$ cat config.mk
export PLATFORM = sky130hd
export DESIGN_NAME = ir_frame_tx_rx_queue
export DESIGN_NICKNAME = d
export VERILOG_FILES = /design/src/rtl/core/irfq_pkg.sv /design/src/rtl/core/irfq_ring.sv /design/src/rtl/core/ir_frame_tx_rx_queue.sv
export SDC_FILE = /design/constraint.sdc
export NUM_CORES = 1
export LEC_CHECK = 0
export ABC_CLOCK_PERIOD_IN_PS = 5500
export BUFFER_PORTS_ARGS = -buffer_cell sky130_fd_sc_hd__buf_4
export CORE_MARGIN = 3
export CORE_UTILIZATION = 55
export CTS_CLUSTER_SIZE = 12
export DETAILED_ROUTE_END_ITERATION = 7
export GPL_TIMING_DRIVEN = 0
export PLACE_DENSITY = 0.82
export SYNTH_ARGS = -nofsm -noshare
export SYNTH_HDL_FRONTEND = slang
export SYNTH_HIERARCHICAL = 1
export SYNTH_SLANG_ARGS = --single-unit
$ cat constraint.sdc
create_clock -name clk -period 5.5 [get_ports clk]
set_input_delay 1.375 -clock clk [delete_from_list [all_inputs] [get_ports clk]]
set_output_delay 1.375 -clock clk [all_outputs]
set_load 0.1 [all_outputs]
$ cat src/rtl/core/irfq_pkg.sv
// Shared types and codes for the infrared frame transmit and receive queues.
package irfq_pkg;

  // One frame: protocol code and three data bytes.
  typedef struct packed {
    logic [2:0] protocol;
    logic [7:0] byte_zero;
    logic [7:0] byte_one;
    logic [7:0] byte_two;
  } frame_t;

  // Ring status seen by the control logic.
  typedef struct packed {
    logic empty;
    logic full;
    logic empty_nxt;
  } ring_stat_t;

  // Request codes.
  localparam logic [1:0] OP_SEND    = 2'd0;
  localparam logic [1:0] OP_TX_DONE = 2'd1;
  localparam logic [1:0] OP_RX      = 2'd2;
  localparam logic [1:0] OP_READ    = 2'd3;

  // Protocol codes that need masking.
  localparam logic [2:0] PROTO_SIRC15 = 3'd4;
  localparam logic [2:0] PROTO_SIRC20 = 3'd5;
  localparam logic [7:0] SIRC20_MASK  = 8'h1F;

  // Result kinds.
  localparam logic [1:0] KIND_NONE = 2'd0;
  localparam logic [1:0] KIND_TX   = 2'd1;
  localparam logic [1:0] KIND_RX   = 2'd2;

  // Status codes.
  localparam logic [1:0] STAT_OK    = 2'd0;
  localparam logic [1:0] STAT_DROP  = 2'd1;
  localparam logic [1:0] STAT_EMPTY = 2'd2;

endpackage

$ cat src/rtl/core/irfq_ring.sv
// Circular frame queue with one slot kept empty and a prefetched head entry.
module irfq_ring #(
  parameter int DEPTH = 8
) (
  input  logic               clk,
  input  logic               rst_n,
  input  logic               push,
  input  irfq_pkg::frame_t   push_data,
  input  logic               pop,
  output irfq_pkg::frame_t   head_data,
  output irfq_pkg::ring_stat_t stat
);

  localparam int AW = (DEPTH > 1) ? $clog2(DEPTH) : 1;
  localparam logic [AW-1:0] LAST = AW'(DEPTH - 1);

  irfq_pkg::frame_t store_r [DEPTH];
  irfq_pkg::frame_t rd_data_r;
  logic [AW-1:0]    head_r, head_nxt;
  logic [AW-1:0]    tail_r, tail_nxt;
  logic [AW-1:0]    head_inc, tail_inc;

  // Pointer increments wrap at the depth, which need not be a power of two.
  assign head_inc = (head_r == LAST) ? '0 : head_r + 1'b1;
  assign tail_inc = (tail_r == LAST) ? '0 : tail_r + 1'b1;

  assign head_nxt = pop  ? head_inc : head_r;
  assign tail_nxt = push ? tail_inc : tail_r;

  assign stat.empty     = (head_r == tail_r);
  assign stat.full      = (tail_inc == head_r);
  assign stat.empty_nxt = (head_nxt == tail_nxt);
  assign head_data      = rd_data_r;

  // Pointer registers.
  always_ff @(posedge clk) begin
    if (!rst_n) begin
      head_r <= '0;
      tail_r <= '0;
    end else begin
      head_r <= head_nxt;
      tail_r <= tail_nxt;
    end
  end

  // Frame storage, written at the tail.
  always_ff @(posedge clk) begin
    if (push) begin
      store_r[tail_r] <= push_data;
    end
  end

  // Registered read of the next head entry. A frame written into the slot
  // that becomes the head is forwarded, since the array still holds old data.
  always_ff @(posedge clk) begin
    if (push && (tail_r == head_nxt)) begin
      rd_data_r <= push_data;
    end else begin
      rd_data_r <= store_r[head_nxt];
    end
  end

endmodule

$ cat src/rtl/core/ir_frame_tx_rx_queue.sv
// Infrared frame queues: send masking, transmit queue, receive ring and result register.
// Latency: a result is valid in the cycle after its request beat is accepted.
// Throughput: one request per cycle while the result register is free; it is set by one
// combinational pass over the request, the ring pointers and the prefetched ring heads.
// Reset: both rings empty, transmitter idle, no result pending. Frame storage is
// not cleared; only written entries are ever read.
module ir_frame_tx_rx_queue #(
  parameter int TX_DEPTH = 8,
  parameter int RX_DEPTH = 8
) (
  input  logic       clk,
  input  logic       rst_n,
  input  logic       in_valid,
  output logic       in_ready,
  input  logic [1:0] in_opcode,
  input  logic [2:0] in_protocol,
  input  logic [7:0] in_byte_zero,
  input  logic [7:0] in_byte_one,
  input  logic [7:0] in_byte_two,
  output logic       out_valid,
  input  logic       out_ready,
  output logic [1:0] out_kind,
  output logic [2:0] out_protocol,
  output logic [7:0] out_byte_zero,
  output logic [7:0] out_byte_one,
  output logic [7:0] out_byte_two,
  output logic [1:0] out_status,
  output logic       out_transmitter_idle,
  output logic       out_tx_queue_empty,
  output logic       out_rx_queue_empty
);

  logic                 in_fire;
  irfq_pkg::frame_t     raw_frame, send_frame;
  irfq_pkg::frame_t     tx_head, rx_head;
  irfq_pkg::ring_stat_t tx_stat, rx_stat;
  logic                 tx_push, tx_pop, rx_push, rx_pop;

  logic                 idle_r, idle_nxt;
  logic                 out_valid_r;
  logic [1:0]           kind_nxt, kind_r;
  logic [1:0]           status_nxt, status_r;
  irfq_pkg::frame_t     frame_nxt, frame_r;
  logic                 tx_empty_r, rx_empty_r;

  // The result register frees up when it is empty or being drained.
  assign in_ready = !out_valid_r || out_ready;
  assign in_fire  = in_valid && in_ready;

  assign raw_frame = '{protocol: in_protocol, byte_zero: in_byte_zero,
                       byte_one: in_byte_one, byte_two: in_byte_two};

  // Send masking for the SIRC variants.
  always_comb begin
    send_frame = raw_frame;
    if (in_protocol == irfq_pkg::PROTO_SIRC15) begin
      send_frame.byte_zero = '0;
    end else if (in_protocol == irfq_pkg::PROTO_SIRC20) begin
      send_frame.byte_one = in_byte_one & irfq_pkg::SIRC20_MASK;
    end
  end

  // Request decode: queue operations and the result fields.
  always_comb begin
    tx_push    = 1'b0;
    tx_pop     = 1'b0;
    rx_push    = 1'b0;
    rx_pop     = 1'b0;
    idle_nxt   = idle_r;
    kind_nxt   = irfq_pkg::KIND_NONE;
    status_nxt = irfq_pkg::STAT_OK;
    frame_nxt  = '0;
    if (in_fire) begin
      unique case (in_opcode)
        irfq_pkg::OP_SEND: begin
          if (idle_r && tx_stat.empty) begin
            idle_nxt  = 1'b0;
            kind_nxt  = irfq_pkg::KIND_TX;
            frame_nxt = send_frame;
          end else if (!tx_stat.full) begin
            tx_push = 1'b1;
          end else begin
            status_nxt = irfq_pkg::STAT_DROP;
          end
        end
        irfq_pkg::OP_TX_DONE: begin
          if (!tx_stat.empty) begin
            tx_pop    = 1'b1;
            idle_nxt  = 1'b0;
            kind_nxt  = irfq_pkg::KIND_TX;
            frame_nxt = tx_head;
          end else begin
            idle_nxt = 1'b1;
          end
        end
        irfq_pkg::OP_RX: begin
          if (!rx_stat.full) begin
            rx_push = 1'b1;
          end else begin
            status_nxt = irfq_pkg::STAT_DROP;
          end
        end
        irfq_pkg::OP_READ: begin
          if (!rx_stat.empty) begin
            rx_pop    = 1'b1;
            kind_nxt  = irfq_pkg::KIND_RX;
            frame_nxt = rx_head;
          end else begin
            status_nxt = irfq_pkg::STAT_EMPTY;
          end
        end
      endcase
    end
  end

  // Transmit queue.
  irfq_ring #(.DEPTH(TX_DEPTH)) u_tx_ring (
    .clk       (clk),
    .rst_n     (rst_n),
    .push      (tx_push),
    .push_data (send_frame),
    .pop       (tx_pop),
    .head_data (tx_head),
    .stat      (tx_stat)
  );

  // Receive queue, stored without masking.
  irfq_ring #(.DEPTH(RX_DEPTH)) u_rx_ring (
    .clk       (clk),
    .rst_n     (rst_n),
    .push      (rx_push),
    .push_data (raw_frame),
    .pop       (rx_pop),
    .head_data (rx_head),
    .stat      (rx_stat)
  );

  // Control state: transmitter idle flag and result valid.
  always_ff @(posedge clk) begin
    if (!rst_n) begin
      idle_r      <= 1'b1;
      out_valid_r <= 1'b0;
    end else begin
      idle_r <= idle_nxt;
      if (in_fire) begin
        out_valid_r <= 1'b1;
      end else if (out_ready) begin
        out_valid_r <= 1'b0;
      end
    end
  end

  // Result payload, loaded on each accepted beat.
  always_ff @(posedge clk) begin
    if (in_fire) begin
      kind_r     <= kind_nxt;
      status_r   <= status_nxt;
      frame_r    <= frame_nxt;
      tx_empty_r <= tx_stat.empty_nxt;
      rx_empty_r <= rx_stat.empty_nxt;
    end
  end

  // The idle flag register already holds the post-step value.
  assign out_valid            = out_valid_r;
  assign out_kind             = kind_r;
  assign out_protocol         = frame_r.protocol;
  assign out_byte_zero        = frame_r.byte_zero;
  assign out_byte_one         = frame_r.byte_one;
  assign out_byte_two         = frame_r.byte_two;
  assign out_status           = status_r;
  assign out_transmitter_idle = idle_r;
  assign out_tx_queue_empty   = tx_empty_r;
  assign out_rx_queue_empty   = rx_empty_r;

endmodule

==> results.json <==
{
  "run_status": "finished clean",
  "cts_root_buffer": "clkbuf_16",
  "syn2layout_area_growth_pct": 15.2,
  "start_util_pct": 56.1,
  "finalHoldViolations": 0,
  "p_int_mw": 5.82,
  "pwr-share-clk_pct": 39.3,
  "netlist_instances": 877,
  "drive_gt1_share_pct": 24.0,
  "clockBufferDepth": 3,
  "cp-start-kind": "input port",
  "drt-wirelength-per-cell_um": 28.3,
  "synth_top_area_share_pct": 71.7,
  "reg2reg_from": "u_rx_ring/tail_r[2]",
  "ys_seq_area_share_pct": 73.8,
  "drt-pass1-iter-count": 5,
  "final_max_slew_viol_count": 0,
  "ant_nets": 0,
  "p_sw_share_pct": 20.6,
  "ctsHoldBuffers": 0,
  "track_usage_pct": 22.4,
  "reg2reg_to": "u_rx_ring/store_r[2][16]",
  "critPathArrivalTime_ns": 4.27,
  "final_common_cell": "edfxtp_1",
  "drtIter0Drc": 965,
  "seqPwrFrac_pct": 55.8,
  "clk_latency_ns": 0.54,
  "ys_warn_count": 6,
  "startpoint": "out_ready",
  "fin_area_mm2": 0.0224,
  "final_cell_mix": "edfxtp_1, mux4_1, buf_4",
  "cap_violations": 0,
  "rr_worst_depth": 7,
  "synthFlopType": "edfxtp_1",
  "grt_max_degree": 34,
  "num_io_pins": 69,
  "vias": 9556,
  "syn_nets": 917,
  "antenna_found_initial": 1,
  "synth_area_leaders": "edfxtp_1, mux4_1, mux2_2",
  "grt_setup_unrepaired": "no",
  "p_comb_share_pct": 4.8,
  "diodes": 0,
  "finalWirelength_mm": 42.3,
  "ff2ff_setup_slack_ns": 1.53,
  "clock_sinks": 485,
  "grt_pass1_vias": 9885,
  "vias_per_cell": 6.40,
  "post_cts_resize_count": 0,
  "path_class": "in -> reg",
  "hold_slack_ns": 0.619,
  "cp-endpoint": "u_rx_ring/store_r[2][16]",
  "slew_headroom_pct": 29.2,
  "async_flop_share_pct": 0,
  "vdd_ir_drop_max_v": 0.000209,
  "fin_nets": 1053,
  "p_leak_nw": 7.57,
  "endpoint_kind": "flip-flop",
  "avgSynthCellArea_um2": 22.2,
  "netlist.top_cell.by_area": "edfxtp_1",
  "fin_crit_sh_pct": 73.4,
  "cts_made_buffers": 47,
  "die_y_um": 194,
  "setup_violations": 0,
  "clk_pin_slew_ns": 0.06,
  "overflow": 0,
  "cts_tree": "yes",
  "htreeDepth": 2,
  "min_path_type": "reg -> reg",
  "max_clock_freq_mhz": 248,
  "std_cell_rows": 68,
  "tightest_slew_ns": 1.05,
  "ys_ff_latch": 485,
  "yosysUniqueCellTypes": 48,
  "dieArea_mm2": 0.0377,
  "clock_skew_ns": 0.0132,
  "gp_congestion": 0.821,
  "power_density_mw_per_mm2": 327,
  "post_cts_buffers": 0,
  "placed_cell_area_mm2": 0.0211,
  "dpl.hpwl_mm": 26.4,
  "min_period_ns": 4.03,
  "critPathRequiredTime_ns": 5.74,
  "p_sw_mw": 1.51,
  "syn_area_mm2": 0.0195,
  "core_mm2": 0.0347,
  "cp_max_fo": 15,
  "die_w_um": 194,
  "drc_errors": 0,
  "port_buffers": 67,
  "synth_edf_count": 465,
  "grt_pass1_wl_mm": 63.1
}
-- synth_stat cells (3+ instances only) --
library cell  count
nor2_1           16
edfxtp_1        465
buf_2             4
and2_1           10
a221o_1          11
xor2_1           14
and3_1            5
or2b_1            3
nand2_1          12
buf_6            18
a21o_1           16
mux4_1          102
nor2b_1          17
mux2i_1           7
and2_0            5
ha_1              7
clkbuf_2          3
a22o_1           16
nand2b_1          5
nor3_1            9
inv_1             7
mux4_2            6
mux2_2           54
dfxtp_1          20
buf_1            13
-- power groups by stage --
stage	logic [mW]	registers (mW)	clock network [mW]
5_1_grt	0.372	4.09	3.08
4_1_cts	0.357	4.09	2.94
6_report	0.355	4.09	2.89
2_1_floorplan	0.0969	4.29	0
3_5_place_dp	0.353	4.17	0
3_3_place_gp	0.338	4.17	0
-- routing by layer --
metal,track usage [%],wire [µm],vias to the layer above
li1,-,-,3995
met1,31.9,16700,4985
met2,36.0,20700,481
met3,3.98,3450,93
met4,7.45,1370,2
met5,0,20,-
-- through the flow --
step	utilization, %	setup TNS [ns]	power (mW)	worst slack, ns	instances
2_1_floorplan	-	0	4.39	0.204	877
3_3_place_gp	59.2	-63.42	4.51	-1.09	1399
3_5_place_dp	60.7	0	4.52	0.986	1419
4_1_cts	64.6	0	7.39	1.53	1493
5_1_grt	64.6	0	7.54	1.24	1493
6_report	64.6	0	7.33	1.47	1493
-- worst min-delay path by stage --
stage	slack, ns	end	cells past startpoint	start
finish	0.62	out_transmitter_idle	2	out_transmitter_idle
global route	0.69	out_transmitter_idle	2	out_transmitter_idle
CTS	0.62	out_transmitter_idle	2	out_transmitter_idle
detailed placement	0.59	out_transmitter_idle	2	out_transmitter_idle
global placement	0.55	out_transmitter_idle	2	out_transmitter_idle
floorplan	0.54	flip-flop	2	u_tx_ring/head_r[2]
-- cell families after synthesis --
logic type	share of synthesized area, %
compound gates	2.25
buf+inv	1.72
simple gates	3.03
flops	73.8
mux	17.9
fa+ha+maj	0.450
xor+xnor	0.842
-- cell type report --
cell class / count / area [µm²]
Timing Repair Buffer: 87 / 922
Clock buffer: 71 / 1330
Multi-Input combinational cell: 343 / 4890
Fill cell: 2164 / 12300
Tap cell: 455 / 569
Sequential cell: 485 / 14400
Inverter: 7 / 26.3
Buffer: 42 / 309
Clock inverter: 3 / 11.3
-- registers in the layout (all words and copies together) (netlist names), 3 cells and up, named ones only --
name / count
u_tx_ring/store_r: 216
u_tx_ring/head_r: 3
u_tx_ring/tail_r: 3
out_byte_two: 8
u_rx_ring/tail_r: 3
out_byte_one: 8
u_rx_ring/head_r: 3
u_rx_ring/store_r: 216
out_protocol: 3
out_byte_zero: 8
-- worst max-delay path, stage by stage --
cell	delay (ns)
buf_4	0.08
nor2b_1	0.04
inv_1	0.09
nand2_1	0.15
nor4b_1	0.89
nand2_1	0.50
nor3_4	0.88
buf_16	0.24
Note: power is estimated with default switching activity, not from simulation.
